`config.mk`:
```
export PLATFORM = sky130hd
export DESIGN_NAME = hbp_pack
export DESIGN_NICKNAME = d
export VERILOG_FILES = /design/src/design/huffman_bit_packer_core_assert.svh /design/src/design/hbp_pkg.sv /design/src/design/hbp_pack.sv
export SDC_FILE = /design/constraint.sdc
export NUM_CORES = 1
export LEC_CHECK = 0
export BUFFER_PORTS_ARGS = -buffer_cell sky130_fd_sc_hd__buf_2
export CAP_MARGIN = 10
export CORE_MARGIN = 10
export CORE_UTILIZATION = 60
export DETAILED_ROUTE_END_ITERATION = 8
export GPL_TIMING_DRIVEN = 0
export PLACE_DENSITY = 0.93
export SYNTH_ARGS = -nofsm -noshare
export SYNTH_HDL_FRONTEND = slang
export SYNTH_SLANG_ARGS = --single-unit
```
`constraint.sdc`:
```
create_clock -name clk -period 16.85 [get_ports clk]
set_input_delay 3.37 -clock clk [delete_from_list [all_inputs] [get_ports clk]]
set_output_delay 3.37 -clock clk [all_outputs]
set_load 0.02 [all_outputs]
```
`src/design/huffman_bit_packer_core_assert.svh`:
```
// Assertion macros for the Huffman bit packer core.
// Expects clk and arst_n in the scope where a macro is used.
`ifndef HUFFMAN_BIT_PACKER_CORE_ASSERT_SVH
`define HUFFMAN_BIT_PACKER_CORE_ASSERT_SVH

// Same-cycle implication, disabled during reset.
`define HBP_ASSERT_IMP(lbl, ante, cons, msg) \
	lbl: assert property (@(posedge clk) disable iff (!arst_n) (ante) |-> (cons)) \
		else $error(msg);

// Next-cycle implication, disabled during reset.
`define HBP_ASSERT_NXT(lbl, ante, cons, msg) \
	lbl: assert property (@(posedge clk) disable iff (!arst_n) (ante) |=> (cons)) \
		else $error(msg);

`endif

```
`src/design/hbp_pkg.sv`:
```
// Shared types and constants for the Huffman bit packer core.
// No dependencies.
`default_nettype none

package hbp_pkg;

	localparam int BYTE_BITS = 8;
	localparam int NUM_OUT   = 4;
	localparam int WORD_W    = BYTE_BITS * NUM_OUT;
	localparam int LEN_W     = 6;
	localparam int PEND_W    = 7;
	localparam int CNT_W     = 3;
	localparam int PAD_W     = 4;

	typedef enum logic [1:0] {
		CMD_LOAD   = 2'd0,
		CMD_ENCODE = 2'd1,
		CMD_FLUSH  = 2'd2
	} cmd_t;

	typedef struct packed {
		logic              valid;
		logic [WORD_W-1:0] word;
		logic [CNT_W-1:0]  count;
		logic [PAD_W-1:0]  pad;
		logic              is_final;
	} emit_load_t;

endpackage

`default_nettype wire

```
`src/design/hbp_pack.sv`:
```
// Packing stage: merges the looked-up code with the pending bits, updates
// the pending state and hands whole bytes to the emitter. Depends on hbp_pkg.
`default_nettype none

module hbp_pack #(
	parameter int CODE_W = 32
) (
	input  wire logic                      clk,
	input  wire logic                      arst_n,
	input  wire logic                      accept,
	input  wire hbp_pkg::cmd_t             cmd,
	input  wire logic                      in_range,
	input  wire logic [CODE_W-1:0]         rd_code,
	input  wire logic [hbp_pkg::LEN_W-1:0] rd_len,
	input  wire logic                      emit_free,
	output hbp_pkg::emit_load_t            emit_load,
	output logic                           in_stall
);
	import hbp_pkg::*;

	localparam int ACC_W = CODE_W + PEND_W;

	logic              valid_s1;
	cmd_t              cmd_s1;
	logic              in_range_s1;
	logic [PEND_W-1:0] pend_bits_q;
	logic [CNT_W-1:0]  pend_cnt_q;

	logic [LEN_W-1:0]  clen;
	logic [ACC_W-1:0]  code_ext;
	logic [ACC_W-1:0]  acc;
	logic [5:0]        total;
	logic [CNT_W-1:0]  nbytes;
	logic [CNT_W-1:0]  rem;
	logic [WORD_W-1:0] bytes_r;
	logic [WORD_W-1:0] word_al;
	logic [PEND_W-1:0] new_pend;
	logic [PAD_W-1:0]  pad;
	logic [7:0]        flush_byte;
	logic              go;

	always_comb begin
		clen       = in_range_s1 ? rd_len : '0;
		code_ext   = ACC_W'(rd_code) & ((ACC_W'(1) << clen) - ACC_W'(1));
		acc        = (ACC_W'(pend_bits_q) << clen) | code_ext;
		total      = {3'b000, pend_cnt_q} + 6'(clen);
		nbytes     = total[5:3];
		rem        = total[2:0];
		bytes_r    = WORD_W'(acc >> rem);
		word_al    = bytes_r << {3'(NUM_OUT) - nbytes, 3'b000};
		new_pend   = acc[PEND_W-1:0] & PEND_W'((8'd1 << rem) - 8'd1);
		pad        = PAD_W'(BYTE_BITS) - {1'b0, pend_cnt_q};
		flush_byte = 8'(15'(pend_bits_q) << pad);
	end

	always_comb begin
		go        = 1'b1;
		emit_load = '0;
		if (valid_s1) begin
			unique case (cmd_s1)
				CMD_ENCODE: begin
					if (nbytes != '0) begin
						go                 = emit_free;
						emit_load.valid    = emit_free;
						emit_load.word     = word_al;
						emit_load.count    = nbytes;
					end
				end
				CMD_FLUSH: begin
					go                 = emit_free;
					emit_load.valid    = emit_free;
					emit_load.word     = {flush_byte, (WORD_W - BYTE_BITS)'(0)};
					emit_load.count    = CNT_W'(1);
					emit_load.pad      = pad;
					emit_load.is_final = 1'b1;
				end
				default: begin
					go = 1'b1;
				end
			endcase
		end
	end

	assign in_stall = valid_s1 && !go;

	always_ff @(posedge clk or negedge arst_n) begin
		if (!arst_n) begin
			valid_s1 <= 1'b0;
		end else if (!in_stall) begin
			valid_s1 <= accept && (cmd == CMD_ENCODE || cmd == CMD_FLUSH);
		end
	end

	always_ff @(posedge clk) begin
		if (!in_stall) begin
			cmd_s1      <= cmd;
			in_range_s1 <= in_range;
		end
	end

	always_ff @(posedge clk or negedge arst_n) begin
		if (!arst_n) begin
			pend_bits_q <= '0;
			pend_cnt_q  <= '0;
		end else if (valid_s1 && go) begin
			if (cmd_s1 == CMD_ENCODE) begin
				pend_bits_q <= new_pend;
				pend_cnt_q  <= rem;
			end else if (cmd_s1 == CMD_FLUSH) begin
				pend_bits_q <= '0;
				pend_cnt_q  <= '0;
			end
		end
	end

endmodule

`default_nettype wire

```
[Word level (Yosys, flattened, before mapping)]
Index checks and enable logic that the tools add are counted.
Word-level totals
  bits in registers: 14
  bits of input ports: 45
  output and inout bits: 42
  logic and storage cells: 43
Cells by class
  $add $sub $neg: 5
  eq/ne operators: 4
  shift-type cells: 6
  muxes and demuxes: 12
  bitwise operators: 3
  reductions and logical operators: 8
Operators by type and width (count)
  $pmux W36 S2: 1
  $mux W41: 1
  $and A32 B39 Y39: 1
  $or A39 B39 Y39: 1
  $shl A1 B6 Y39 const A: 1
  $shl A7 B6 Y39: 1
  $shr A39 B3 Y32: 1
  $sub A39 B1 Y39 const B: 1
  $mux W36: 1
  $shl A32 B6 Y32: 1
  $mux W7: 2
  $shl A7 B4 Y8: 1
  $and A7 B7 Y7: 1
  $shl A1 B3 Y7 const A: 1
  $sub A7 B1 Y7 const B: 1
  $add A3 B6 Y6: 1
  $mux W3: 2
  $mux W6: 1
  $mux W5: 1
  $eq A2 B1 Y1 const B: 2
  $eq A2 B2 Y1 const B: 2
  $sub A4 B3 Y4 const A: 1
  $logic_and A1 B1 Y1: 3
  $reduce_bool A3 Y1: 1
  other kinds (7): 8

[Longest topological paths before layout]
  depth after elaboration: 10
  mapped depth: 22

[Least setup slack after synthesis]
Ideal clock, no wire load.
  kind: input to output
  from: in rd_len[2] (netlist bit)
  to: out emit_load[30] (netlist bit)
  data arrival time: 6975 ps
  slack: 6505 ps
  stages on the path: 19
  path buffers: 4
  cell sequence: buf_4 > nand2_2 > inv_1 > ha_1 > clkbuf_1 > a31oi_1 > xor2_1 > inv_1 > buf_2 > buf_2 > ha_1 > ha_1 > nor2_1 > nand2_1 > nor2_1 > nand2_1 > nor2_1 > o221a_2 > a221o_1
RTL lines
  start: declaration: RTL line hbp_pack.sv:14  | input wire logic [hbp_pkg::LEN_W-1:0] rd_len,
  end: declaration: RTL line hbp_pack.sv:16  | output hbp_pkg::emit_load_t emit_load,

==> reports/results.md <==
| Metric | This run |
| --- | --- |
| Result of the run | finished clean |
| Worst supply voltage drop on vdd | 123.3 uV |
| Number of resized instances in the post-cts repair step | 0 |
| Number of top-level pins | 87 |
| Tcrit/Tclk final | 0.7246 |
| Die boundary width | 120.3 um |
| Transition at the pin with the smallest max-transition slack | 1094 ps |
| Sum of routed wire length over all layers | 29,140 um |
| Kind of launch point of the worst setup path | primary input |
| Antenna diode count | 0 |
| Element type at the critical path end | output pin |
| Worst Path Required | 13,480 ps |
| Full die area | 14,470 sq um |
| Share of synthesized flip-flops with an asynchronous set or reset | 0.7857 |
| Avg Synthesized Cell Area | 7.002 sq um |
| Via density | 8.006 |
| Clock latency on the worst-skew pair | 250 ps |
| Final-layout worst hold slack | 692.4 ps |
| Most common flop cell mapped by yosys | dfrtp_1 |
| Leading cell types in the layout, fill and taps excluded | buf_2 (116), nand2_1 (97), nor2_1 (73) |
| Utilization after layout | 0.6847 |
| Crit-path max FO | 10 |
| Count of input and output buffers | 86 |
| Synthesized net count | 916 |
| Leading cell type in the layout, fill and taps excluded | buf_2 |
| Cell Pwr Density | 123.6 nW/um^2 |
| Clock tree from TritonCTS | built |
| CTS hold repair buffers | 0 |
| Final instance count without filler cells | 1,086 |
| Area growth, synth to finish | 10.88% |
| Type of the tightest min-delay check | reg2reg |
| Setup TNS | 0 ps |
| Post CTS Setup Buffer Count | 0 |
| Time the final worst path needs with I/O delays and setup | 12,210 ps |
| RSZ-0062 raised after global routing | no |
| Post-CTS clock slew at the launch and capture registers of the worst setup and hold paths | 50 ps |
| Number of synthesis warnings | 0 |
| Final number of max-transition violations | 0 |
| Number of global-route vias before repair | 8,047 |
| Final #Nets | 1,008 |
| Hpwl dp | 22,860 um |
| Overall global routing resource usage | 0.3790 |
| Total instance count after detailed placement | 1,081 |
| Antenna Violating Nets Remaining | 0 |
| Clock tree buffer depth | 2 |
| First-iteration detailed-routing DRC count | 2,084 |
| Sink Count | 14 |
| Number of buffers created by CTS | 3 |
| Final worst clock skew | 2.641 ps |
| Fill count | 870 |
| Drt wl/cell | 26.83 um |
| Category of the most critical setup path | in2out |
| Total count of hold-check failures in the final report | 0 |
| Global-route wire length before repair | 44,310 um |
| Std cell rows | 36 |
| Number of antenna violations at the first check in global routing | 0 |
| Routability congestion estimate | 1.179 |
| Pin count of the biggest net entering global routing | 12 |
| Max-slew headroom at the worst pin | 0.2704 |
| Leakage power total | 2.648 nW |
| Fmax | 81.91 MHz |
| Number of standard cells after synthesis | 862 |
| Flops & latches, synth | 14 |
| DR DRC count | 0 |
| Initial standard-cell utilization of the core | 0.6175 |
| Sequential element share of the synthesized area | 0.06053 |
| Fraction of layout cells with a size suffix above 1 | 0.2036 |
| Remaining global-route overflow | 0 |
| Deepest level of the CTS H-tree | 1 |
| Number of synthesized flops with an enable pin | 3 |
| Root buffer cell | clkbuf_8 |
| FF/Latch Area | 365.4 sq um |
| DIE HEIGHT | 120.3 um |
| Final setup viols | 0 |
| Total vias in the final route | 8,694 |
| Area of the multi-input gates | 5115 sq um |
| Area of the core | 9774 sq um |
| Max capacitance violation total | 0 |
| Count of unique library cells instantiated by Yosys | 99 |
| Post-synthesis instance area | 6036 sq um |
| Arrival time of the worst setup path | 8840 ps |
| First-pass iteration count of the detailed router | 8 |
==> stage by stage <==
stage	instance area [sq um]	setup slack (ps)	power, mW
after detailed placement	6633	5049	0.7349
after global routing	6693	4498	0.8584
after floorplan	6036	6505	0.5403
after global placement	6633	4997	0.7364
final	6693	4641	0.8272
after CTS	6688	5034	0.7711
==> critical path, stage by stage <==
cell and delay, ps:
buf_2 130, buf_4 180, nand2_2 230, inv_1 140
ha_1 280, clkbuf_1 180, a31oi_1 290, xor2_1 540
inv_1 350, buf_2 300, buf_2 230, ha_1 230
ha_1 200, nor2_1 250, nand2_1 120, nor2_1 350
nand2_1 310, nor2_1 540, a22oi_1 270, o221ai_1 130
buf_2 200
==> routing by layer <==
layer  global-route usage  routed length (um)
met1               0.4839               10340
met2               0.5543               11360
met3               0.1415                5390
met4               0.1735                2051
met5                    0                   0
==> power by group <==
| part | internal [mW] | switching (mW) | leakage, nW | total, mW |
|---|---|---|---|---|
| Sequential | 0.0426 | 0.00792 | 0.180 | 0.0505 |
| Combinational | 0.235 | 0.509 | 2.44 | 0.744 |
| Clock | 0.0207 | 0.0115 | 0.0288 | 0.0322 |
| Total | 0.299 | 0.529 | 2.65 | 0.827 |
==> flip-flops by register name (all words and copies together), names as in the netlist <==
signal	cells
cmd_s1	2
in_range_s1	1
pend_bits_q	7
pend_cnt_q	3
valid_s1	1
==> synthesized netlist by cell type (14+ instances only) <==
cell type   n  area share
a21oi_1    51       0.042
nand2_1    97       0.060
buf_2      30       0.025
a31oi_1    21       0.022
mux2i_1    22       0.036
nor2_1     73       0.045
nor3_1     19       0.016
o211ai_1   16       0.020
a211oi_1   25       0.031
inv_1      21       0.013
clkbuf_1   33       0.021
o2111ai_1  14       0.020
o21ai_0    38       0.032
nand3_1    43       0.036
==> layout make-up <==
| class | count | share of cell area |
|---|---|---|
| multi-input cells | 739 | 0.7643 |
| repair buffers | 87 | 0.06506 |
| well taps | 133 | 0.02486 |
| clock buffers | 4 | 0.008226 |
| plain buffers | 86 | 0.07011 |
| flip-flops and latches | 14 | 0.05459 |
| inverters | 23 | 0.01290 |
==> kinds of logic after synthesis <==
group | Yosys count | synth area share
and+or+nand+nor | 347 | 0.2971
AOI/OAI and AO/OA | 329 | 0.4181
buffers and inverters | 109 | 0.09204
muxes | 41 | 0.09473
DFF | 14 | 0.06053
xor gates and xnor gates | 13 | 0.01886
adders and majority gates | 9 | 0.01866
==> final timing paths <==
kind	startpoint	depth (start not counted)	slack (ps)	end
setup / recovery	rd_len[2]	21	4640	emit_load[39]
hold / removal	pend_cnt_q[2]$_DFFE_PN0P_	1	690	pend_cnt_q[2]$_DFFE_PN0P_
setup reg to reg	in_range_s1$_DFFE_PN_	20	11700	pend_bits_q[1]$_DFFE_PN0P_
hold reg to reg	pend_cnt_q[2]$_DFFE_PN0P_	1	690	pend_cnt_q[2]$_DFFE_PN0P_
max in group asynchronous	arst_n	1	13700	pend_cnt_q[0]$_DFFE_PN0P_
min in group asynchronous	arst_n	1	2970	pend_bits_q[6]$_DFFE_PN0P_
No activity file was read; power rests on OpenSTA's default activity.
