===== src/design/huffman_bit_packer_core_assert.svh =====
// Assertion macros for the Huffman bit packer core.
// Expects clk and arst_n in the scope where a macro is used.
`ifndef HUFFMAN_BIT_PACKER_CORE_ASSERT_SVH
`define HUFFMAN_BIT_PACKER_CORE_ASSERT_SVH

// Same-cycle implication, disabled during reset.
`define HBP_ASSERT_IMP(lbl, ante, cons, msg) \
	lbl: assert property (@(posedge clk) disable iff (!arst_n) (ante) |-> (cons)) \
		else $error(msg);

// Next-cycle implication, disabled during reset.
`define HBP_ASSERT_NXT(lbl, ante, cons, msg) \
	lbl: assert property (@(posedge clk) disable iff (!arst_n) (ante) |=> (cons)) \
		else $error(msg);

`endif


===== src/design/hbp_pkg.sv =====
// Shared types and constants for the Huffman bit packer core.
// No dependencies.
`default_nettype none

package hbp_pkg;

	localparam int BYTE_BITS = 8;
	localparam int NUM_OUT   = 4;
	localparam int WORD_W    = BYTE_BITS * NUM_OUT;
	localparam int LEN_W     = 6;
	localparam int PEND_W    = 7;
	localparam int CNT_W     = 3;
	localparam int PAD_W     = 4;

	typedef enum logic [1:0] {
		CMD_LOAD   = 2'd0,
		CMD_ENCODE = 2'd1,
		CMD_FLUSH  = 2'd2
	} cmd_t;

	typedef struct packed {
		logic              valid;
		logic [WORD_W-1:0] word;
		logic [CNT_W-1:0]  count;
		logic [PAD_W-1:0]  pad;
		logic              is_final;
	} emit_load_t;

endpackage

`default_nettype wire


===== src/design/hbp_emit.sv =====
// Output stage: holds up to four packed bytes and presents one per
// transaction, top byte first. Depends on hbp_pkg.
`default_nettype none

module hbp_emit (
	input  wire logic                     clk,
	input  wire logic                     arst_n,
	input  wire hbp_pkg::emit_load_t      emit_load,
	output logic                          emit_free,
	output logic                          out_valid,
	input  wire logic                     out_stall,
	output logic [7:0]                    out_byte,
	output logic [hbp_pkg::PAD_W-1:0]     pad_bits,
	output logic                          is_final,
	output logic                          last
);
	import hbp_pkg::*;

	logic [WORD_W-1:0] word_q;
	logic [CNT_W-1:0]  count_q;
	logic [PAD_W-1:0]  pad_q;
	logic              is_final_q;

	assign emit_free = (count_q == '0) || (count_q == CNT_W'(1) && !out_stall);
	assign out_valid = count_q != '0;
	assign out_byte  = word_q[WORD_W-1 -: BYTE_BITS];
	assign pad_bits  = pad_q;
	assign is_final  = is_final_q;
	assign last      = count_q == CNT_W'(1);

	always_ff @(posedge clk or negedge arst_n) begin
		if (!arst_n) begin
			count_q <= '0;
		end else if (emit_load.valid) begin
			count_q <= emit_load.count;
		end else if (out_valid && !out_stall) begin
			count_q <= count_q - CNT_W'(1);
		end
	end

	always_ff @(posedge clk) begin
		if (emit_load.valid) begin
			word_q     <= emit_load.word;
			pad_q      <= emit_load.pad;
			is_final_q <= emit_load.is_final;
		end else if (out_valid && !out_stall) begin
			word_q <= word_q << BYTE_BITS;
		end
	end

endmodule

`default_nettype wire


===== config.mk =====
export PLATFORM = sky130hd
export DESIGN_NAME = hbp_emit
export DESIGN_NICKNAME = d
export VERILOG_FILES = /design/src/design/huffman_bit_packer_core_assert.svh /design/src/design/hbp_pkg.sv /design/src/design/hbp_emit.sv
export SDC_FILE = /design/constraint.sdc
export NUM_CORES = 1
export LEC_CHECK = 0
export BUFFER_PORTS_ARGS = -buffer_cell sky130_fd_sc_hd__clkbuf_2
export CAP_MARGIN = 20
export CORE_UTILIZATION = 28
export DETAILED_ROUTE_END_ITERATION = 6
export HOLD_SLACK_MARGIN = 0.03
export PLACE_DENSITY = 0.47
export SLEW_MARGIN = 20
export SYNTH_ARGS = -nofsm -noshare
export SYNTH_HDL_FRONTEND = slang
export SYNTH_SLANG_ARGS = --single-unit

===== constraint.sdc =====
create_clock -name clk -period 2.7 [get_ports clk]
set_input_delay 0.54 -clock clk [delete_from_list [all_inputs] [get_ports clk]]
set_output_delay 0.54 -clock clk [all_outputs]
set_load 0.02 [all_outputs]

; ---- After elaboration in Yosys (flattened, before gate mapping)
; Cells that the tools add are included.
[op_classes]
n_addsub = 1
n_eq_ne = 1
n_mux = 4
reduce_logical = 7
[op_table]
columns = cell, n
row1 = two-way mux 32 bit, 2
row2 = two-way mux 3 bit, 2
row3 = equality test 3 x 1 -> 1 bit (second input constant), 1
row4 = zero test 3 bit, 1
row5 = nonzero test 3 bit, 1
row6 = subtractor 3 x 1 -> 3 bit (second input constant), 1
row7 = logical AND 1 bit, 2
row8 = nonzero test 2 bit, 1
row9 = zero test 1 bit, 1
row10 = logical OR 1 bit, 1
[word_totals]
ff_bits = 40
in_bits = 44
output_inout_bits = 16
wordCells = 17

; ---- Longest topological paths before layout
; Gate-level depths: netlist (run 1).
[depth]
depth_word = 4
depth_mapped = 5
mapped_depth_nobuf = 5

; ---- Least setup slack after synthesis (run 1)
; Ideal clock, no wire load.
[synth_path]
path_kind = flip-flop to flip-flop
startpoint = reg count_q[0]
endpoint = reg word_q[0] (enable)
setup_ps = 375
arrival_time_ps = 1378
required_time_ps = 2325
path_slack_ps = 948
stages_incl_launch_ff = 6
n_path_buf = 0
synth_period_minus_slack_ps = 1752
path_cell_list = dfrtp_1 > inv_1 > ha_1 > nor2b_1 > nor2_1 > or2_2
[synth_via]
elab_chain_len = 3
[synth_lines]
columns = element, line_no
row1 = from (decl), hbp_emit.sv:20  ; logic [CNT_W-1:0] count_q;
row2 = from (signal assigned), hbp_emit.sv:35  ; count_q <= emit_load.count;
row3 = from (signal assigned), hbp_emit.sv:37  ; count_q <= count_q - CNT_W'(1);
row4 = nonzero test 3 bit, hbp_emit.sv:25  ; assign out_valid = count_q != '0;
row5 = logical AND 1 bit, hbp_emit.sv:46  ; end else if (out_valid && !out_stall) begin
row6 = nonzero test 2 bit (no line), n/a
row7 = to (signal assigned), hbp_emit.sv:43  ; word_q <= emit_load.word;
row8 = to (signal assigned), hbp_emit.sv:47  ; word_q <= word_q << BYTE_BITS;
row9 = to (decl), hbp_emit.sv:19  ; logic [WORD_W-1:0] word_q;
; No other way between the ends.
; A chain may end at the register's enable or synchronous reset.

; ---- Worst setup path after layout (run 1)
[layout_path]
startpoint = reg count_q[0]
endpoint = out emit_free
[layout_via]
elab_chain_len = 3
elab_cells_between_ends = 4
classes_between = 1 x eq/ne / 3 x reduce/logical
[layout_lines]
columns = element, line_no
row1 = equality test 3 x 1 -> 1 bit, hbp_emit.sv:24  ; assign emit_free = (count_q == '0) || (count_q == CNT_W'(1) && !out_stall);
row2 = logical AND 1 bit, hbp_emit.sv:24
row3 = logical OR 1 bit *, hbp_emit.sv:24
row4 = to (decl), hbp_emit.sv:9  ; output logic emit_free,
; Mark *: on every way between the ends. The rest lies on a longest branch, timed or not.

==> results of run 1 <==
sequential cells by signal (all words and copies together) (netlist names):
name,cells
word_q,32
pad_bits,4
count_q,3
is_final,1
cells in the final DEF, fill, tap and decap left out:
cell type	instances
or2_2	1
o21ai_0	2
nor2b_1	1
buf_4	1
inv_1	4
edfxtp_1	37
clkbuf_2	59
nand2b_1	3
nand2_1	3
clkinvlp_4	1
and2_1	8
or4_1	2
o311ai_1	1
a21oi_1	1
clkbuf_8	5
mux2_2	24
dlygate4sd3_1	1
nor4b_1	1
nor2_1	1
ha_1	3
clkinv_2	1
o211ai_1	1
dfrtp_1	3
per-layer routing:
| metal | vias to the layer above | GRT usage | routed length [um] |
|---|---|---|---|
| met5 | - | 0 | 0 |
| met4 | 0 | 0.0571 | 49 |
| met3 | 4 | 0.0438 | 164 |
| met2 | 27 | 0.159 | 1550 |
| met1 | 478 | 0.106 | 1180 |
| li1 | 495 | - | - |
metrics by stage:
| stage | area (sq um) | utilization | hold WS (ns) | power (mW) |
|---|---|---|---|---|
| 4_1_cts | 2150 | 0.361 | 0.417 | 1.38 |
| 5_1_grt | 2150 | 0.361 | 0.417 | 1.43 |
| 3_5_place_dp | 2060 | 0.345 | 0.339 | 1.00 |
| 2_1_floorplan | 1740 | - | 0.244 | 0.938 |
| 6_report | 2150 | 0.361 | 0.432 | 1.35 |
| 3_3_place_gp | 2060 | 0.345 | 0.339 | 0.992 |
layout make-up:
class                           count  share of cell area
Clock buffer                        5              0.0320
Clock inverter                      2             0.00582
Timing Repair Buffer               61               0.146
Inverter                            4             0.00699
Sequential cell                    40               0.552
Multi-Input combinational cell     52               0.214
Tap cell                           75              0.0437
logic make-up after synthesis:
logic type,count (synthesis)
compound gates,5
flops,40
mux,24
simple gates,20
buf+inv,16
fa+ha+maj,3
cell usage after synthesis:
| library cell | count |
|---|---|
| nor2_1 | 1 |
| buf_4 | 8 |
| ha_1 | 3 |
| buf_2 | 4 |
| edfxtp_1 | 37 |
| o211ai_1 | 1 |
| nor4b_1 | 1 |
| o21ai_0 | 2 |
| a21oi_1 | 1 |
| or2_2 | 1 |
| mux2_2 | 24 |
| o311ai_1 | 1 |
| nand2_1 | 3 |
| and2_1 | 8 |
| nand2b_1 | 3 |
| dfrtp_1 | 3 |
| nor2b_1 | 1 |
| or4_1 | 2 |
| inv_1 | 4 |
report_power, final:
part / total (mW) / switching (mW) / leakage [nW] / internal [mW]
clock: 0.363 / 0.188 / 0.0400 / 0.175
sequential: 0.781 / 0.0191 / 0.416 / 0.762
combinational: 0.206 / 0.112 / 0.446 / 0.0936
how the worst max path moves through the flow:
stage	end	slack (ns)
after global routing	emit_free	0.42
final	emit_free	0.57
after global placement	word_q[25]	0.78
after floorplan	word_q[0]	0.95
after detailed placement	word_q[17]	0.63
after CTS	emit_free	0.55
==> key figures, run 1 <==
STA
  – Final Setup Violations: 0
  – Minimum clock period: 2.13 ns
  – Tcrit/Tclk final: 0.791
  – Final hold violations: 0
  – Slew HR: 0.516
  – Final setup TNS: 0 ns
  – Fin Clk Skew: 0.00457 ns
  – Fmax: 469 MHz
  – RSZ-0062 raised after global routing: no
  – Final worst setup slack: 0.566 ns
  – Slew Limit Fails: 0
  – Slew @ Worst Pin: 0.726 ns

Setup path
  – Setup crit start kind: flop
  – Slowest-stage cell, CP: dfrtp_1
  – Reg2reg end: word_q[30]
  – RR Startpoint: count_q[0]
  – Crit path max fanout: 4
  – Largest stage delay on the critical path: 0.41 ns
  – Number of cells on the critical path: 6
  – Required time worst endpoint: 2.16 ns
  – Path type of the worst setup path: reg -> out
  – Crit path buf inv count: 3
  – Most common cell on crit path: inv_1
  – R2R Setup Slk: 0.64 ns
  – R2R cell count: 5
  – CP endpoint kind: output pin
  – CP Data Arrival Time: 1.59 ns
  – Worst Setup SP: count_q[0]
  – CP delay by family, top: flip-flops
  – Critical path cell sequence: inv_1 > ha_1 > nor2b_1 > inv_1 > o21ai_0 > clkbuf_2

Synthesis
  – Top cells by area, synth: edfxtp_1, mux2_2, dfrtp_1
  – Net count after synthesis: 155
  – Syn avg cell area: 16.1 sq um
  – Compound-Gate Fraction of Synth Area: 0.0180
  – Yosys top cell area share: 0.638
  – Synth Area in Simple Gates: 0.0690
  – Post-Syn Area: 1740 sq um
  – Post-synthesis adder-cell area fraction: 0.0216
  – Largest family of logic cells by synthesized area: multiplexers
  – Register bit total from synthesis: 40
  – Synth unique cells: 19
  – Synth Area in XOR/XNOR: 0
  – Proportion of synthesized area in mux cells: 0.155
  – Mapped Cells: 108
  – Area leader, netlist: edfxtp_1
  – Synth warn: 0
  – Register area share after synthesis: 0.682

Die
  – Die area: 6540 sq um
  – Rows: 28
  – Io pins: 60
  – Die height: 80.8 um
  – Initial Util: 0.292
  – Total core area: 5960 sq um
  – Die W: 80.8 um

Hold path
  – Hold Crit Depth: 1
  – Hold endpoint: pad_bits[3]
  – Hold_sp: emit_load[4]
  – Hold Crit Class: in -> reg

Global routing
  – Total GRT Usage: 0.0983
  – Vias in the first global route: 1020
  – Initial antenna violation count: 0
  – Global-route wire length before repair: 4.64 mm
  – Total grt overflow: 0
  – Largest net degree at the start of global routing: 46

Clock network
  – Clk_lat worst skew: 0.28 ns
  – CTS Sinks: 40
  – Max clock buf depth: 2
  – H-tree depth: 2
  – TritonCTS Buffers: 5
  – Reg clk slew, reported paths: 0.07 ns
  – CTS tree: built
  – Clk root buf: clkbuf_8
  – Setup Fix Bufs, Post-CTS: 0
  – PostCTS Resize Cnt: 0
  – Post-CTS Hold Fix Bufs: 1

Cells and area
  – Fillcell total: 605
  – Proportion of layout cells with a drive suffix above 1: 0.561
  – Area of the multi-input gates: 459 sq um
  – Diodes inserted: 0
  – Final nets: 211
  – FF/Latch Area: 1190 sq um
  – Non-filler instance count after layout: 239
  – Area Overhead vs Synth: 23.4%

Placement
  – Worst slack at placement: 0.628 ns
  – GP Congestion: 0.663
  – Port bufs: 59
  – Placed cells: 231
  – HPWL after detailed placement: 2.11 mm

Drt
  – DRT Wirelength: 2.95 mm
  – First drt pass iteration count: 4
  – Vias post-DR: 1004
  – # DRC: 0
  – Via-per-instance ratio: 4.20
  – DR WL/cell: 12.3 um
  – Post-DRT Antenna Nets: 0
  – First DRT Iteration DRCs: 27

Power
  – Max VDD drop: 204 uV
  – Leakage: 0.901 nW
  – Pwr Density: 628 nW/um^2

Run
  – Max_cap viols: 0

Status
  – Status: complete, no violations
Note: power is estimated with default switching activity, not from simulation.
==> run 2: changes to the inputs <==
--- a/config.mk
+++ b/config.mk
@@ -5,12 +5,13 @@
 export SDC_FILE = /design/constraint.sdc
 export NUM_CORES = 1
 export LEC_CHECK = 0
+export ABC_AREA = 1
 export BUFFER_PORTS_ARGS = -buffer_cell sky130_fd_sc_hd__clkbuf_2
 export CAP_MARGIN = 20
 export CORE_UTILIZATION = 28
 export DETAILED_ROUTE_END_ITERATION = 6
 export HOLD_SLACK_MARGIN = 0.03
-export PLACE_DENSITY = 0.47
+export PLACE_DENSITY = 0.48
 export SLEW_MARGIN = 20
 export SYNTH_ARGS = -nofsm -noshare
 export SYNTH_HDL_FRONTEND = slang
==> constraint.sdc (replaced) <==
create_clock -name clk -period 1.7 [get_ports clk]
set_input_delay 0.34 -clock clk [delete_from_list [all_inputs] [get_ports clk]]
set_output_delay 0.34 -clock clk [all_outputs]
set_load 0.02 [all_outputs]
==> run 2 against run 1 <==
Critical endpoint unchanged; largest cell class unchanged; first-iteration DRC count is 93% higher; wire length is 2.9% higher; die area is 7.0% higher; critical path type unchanged; highest routed layer unchanged; synthesized cell count is 63% higher; sequential power is 61% higher; critical path depth stayed put; sequential cell count stayed put; synthesized area is 7.2% higher.
==> key figures, run 2 <==
Drt
  – # DRC: 0 (unchanged)
  – Via-per-instance ratio: 3.79 (-9.7%)
  – Vias post-DR: 1183 (+18%)
  – DR WL/cell: 9.71 um (-21%)
  – Post-DRT Antenna Nets: 0 (unchanged)
  – DRT Wirelength: 3.03 mm (+2.9%)
  – First drt pass iteration count: 4 (unchanged)
  – First DRT Iteration DRCs: 52 (+93%)

Global routing
  – Vias in the first global route: 1095 (+7.4%)
  – Initial antenna violation count: 0 (unchanged)
  – Global-route wire length before repair: 4.82 mm (+4.0%)
  – Largest net degree at the start of global routing: 44 (-4.3%)
  – Total grt overflow: 0 (unchanged)
  – Total GRT Usage: 0.0896 (-0.00869)

STA
  – Tcrit/Tclk final: 0.953
  – Slew @ Worst Pin: 0.440 ns (-0.286 ns)
  – Fin Clk Skew: 0.00742 ns (+0.00285 ns)
  – Final setup TNS: 0 ns (unchanged)
  – Final hold violations: 0 (unchanged)
  – Final worst setup slack: 0.0791 ns (-0.487 ns)
  – WHS: 0.221 ns (-0.210 ns)
  – Fmax: 617 MHz
  – Final Setup Violations: 0 (unchanged)
  – Minimum clock period: 1.62 ns
  – Slew Limit Fails: 0 (unchanged)
  – Slew HR: 0.706 (+0.190)

Setup path
  – Crit path max fanout: 4 (unchanged)
  – Setup crit start kind: flop
  – Path type of the worst setup path: reg -> out
  – CP Data Arrival Time: 1.28 ns (-0.31 ns)
  – Required time worst endpoint: 1.36 ns (-0.80 ns)
  – CP endpoint kind: output pin

Run
  – Max_cap viols: 0 (unchanged)

Cells and area
  – Commonest non-fill, non-tap cell in the layout: nand2_1
  – Largest register FFs: 32 (unchanged)
  – Register name with the most flops: word_q
  – Area Overhead vs Synth: 23.7%
  – Final nets: 281 (+33%)
  – Commonest non-fill, non-tap cells in the layout: nand2_1, clkbuf_2, edfxtp_1
  – Proportion of layout cells with a drive suffix above 1: 0.370 (-0.191)
  – Diodes inserted: 0 (unchanged)
  – Non-filler instance count after layout: 312 (+31%)

Power
  – Seq pwr share: 0.512 (-0.067)
  – Int Pwr: 1.84 mW (+78%)
  – Comb power frac: 0.181 (+0.029)
  – Leakage: 1.18 nW (+31%)
  – Psw: 0.618 mW (+94%)
  – Clock power frac: 0.307 (+0.038)
  – Max VDD drop: 356 uV (+74%)
  – Pwr Density: 1060 nW/um^2 (+69%)
  – Total Power: 2.46 mW (+82%)
  – Switching Fraction: 0.252 (+0.0150)

Synthesis
  – Net count after synthesis: 223 (+44%)
  – Most instantiated cells after synthesis: nand2_1, edfxtp_1, inv_1
  – Register area share after synthesis: 0.636 (-0.0457)
  – Yosys top cell area share: 0.596 (-0.0428)
  – Post-synth EDFFs: 37 (unchanged)
  – Post-Syn Area: 1870 sq um (+7.2%)
  – Mapped Cells: 176 (+63%)
  – Synth unique cells: 15 (-4)
  – Register bit total from synthesis: 40 (unchanged)
  – Synth async-reset ratio: 0.0750 (unchanged)
  – Top-count cell post-synth: nand2_1
  – Synth warn: 0 (unchanged)
  – Top cells by area, synth: edfxtp_1, nand2_1, dfrtp_1
  – Area leader, netlist: edfxtp_1
  – Syn avg cell area: 10.6 sq um (-34%)
  – Primary FF master, synth: edfxtp_1

Clock network
  – CTS tree: built
  – Reg clk slew, reported paths: 0.08 ns (about the same)
  – H-tree depth: 2 (unchanged)
  – Clk_lat worst skew: 0.29 ns (about the same)
  – CTS Sinks: 40 (unchanged)
  – TritonCTS Buffers: 5 (unchanged)
  – Max clock buf depth: 2 (unchanged)
  – Clk root buf: clkbuf_8

Die
  – Total core area: 6390 sq um (+7.2%)
  – Rows: 29 (+3.6%)
  – Initial Util: 0.292 (about the same)
  – Die W: 83.6 um (+3.4%)
  – Io pins: 60 (unchanged)
  – Die area: 6990 sq um (+7.0%)
  – Die height: 83.6 um (+3.4%)

Placement
  – GP Congestion: 0.690 (+4.1%)
  – Worst slack at placement: 0.255 ns (-0.373 ns)
  – HPWL after detailed placement: 2.13 mm (+0.66%)
  – Port bufs: 59 (unchanged)
  – Placed cells: 301 (+30%)

Status
  – Status: complete, no violations

Hold path
  – Hold Crit Class: in -> reg
==> run 2: cell count changes after synthesis, moves of 4 or more <==
cell and delta:
nand2_1 +87, o21ai_2 +4, mux2_2 -24, and2_1 -8
inv_1 +10
==> run 2: kinds of logic after synthesis <==
group	synth area share
adder cells (fa/ha/maj)	0.0201
AO/OA/AOI/OAI	0.0188
AND/OR/NAND/NOR	0.216
flip-flops	0.636
buffers and inverters	0.109
==> run 2: timing repair <==
action,CTS,global route
pin swaps,0,2
setup endpoints to repair,1,1
endpoints found under the hold margin,3,0
buffers inserted,0,2
resized for setup,1,6
hold buffers,1,0
==> run 2: routing by layer <==
metal	vias to the layer above	global-route usage	routed length [um]
met5	-	0	0
met4	0	0.0508	69
met3	7	0.0366	211
met2	38	0.140	1420
met1	479	0.103	1330
li1	659	-	-
==> run 2: worst paths after layout <==
check	from	endpoint	slack, ns	cells past startpoint
max in group asynchronous	arst_n	count_q[2]	1.22	2
min	emit_load[1]	pad_bits[0]	0.22	1
max	count_q[1]	emit_free	0.08	6
min reg2reg	word_q[13]	word_q[21]	0.51	2
min in group asynchronous	arst_n	count_q[0]	0.38	2
max reg2reg	count_q[1]	word_q[13]	0.29	7
==> run 2: final cells by class <==
class                           count  area, sq um
Fill cell                         673         4080
Sequential cell                    40         1190
Multi-Input combinational cell    106          480
Timing Repair Buffer               65          374
Tap cell                           77         96.3
Clock buffer                        5         68.8
Inverter                           16         60.1
Clock inverter                      3         42.5
==> run 2: metrics by stage <==
step	utilization	cell area (sq um)
3_3_place_gp	0.338	2160
3_5_place_dp	0.338	2160
4_1_cts	0.357	2280
6_report	0.361	2310
2_1_floorplan	-	1870
5_1_grt	0.361	2310
==> run 2: power by group through the flow <==
stage / combinational, mW / sequential (mW) / clock (mW)
global route: 0.494 / 1.27 / 0.824
floorplan: 0.299 / 1.29 / 0
CTS: 0.421 / 1.26 / 0.777
global placement: 0.415 / 1.28 / 0
detailed placement: 0.417 / 1.28 / 0
finish: 0.445 / 1.26 / 0.755
==> run 2: critical path, cell delays in order (launching register included) <==
cell and delay [ns]:
dfrtp_1 0.37, inv_2 0.07, buf_4 0.11, ha_2 0.18
nand2_4 0.07, nand2_1 0.08, buf_6 0.12
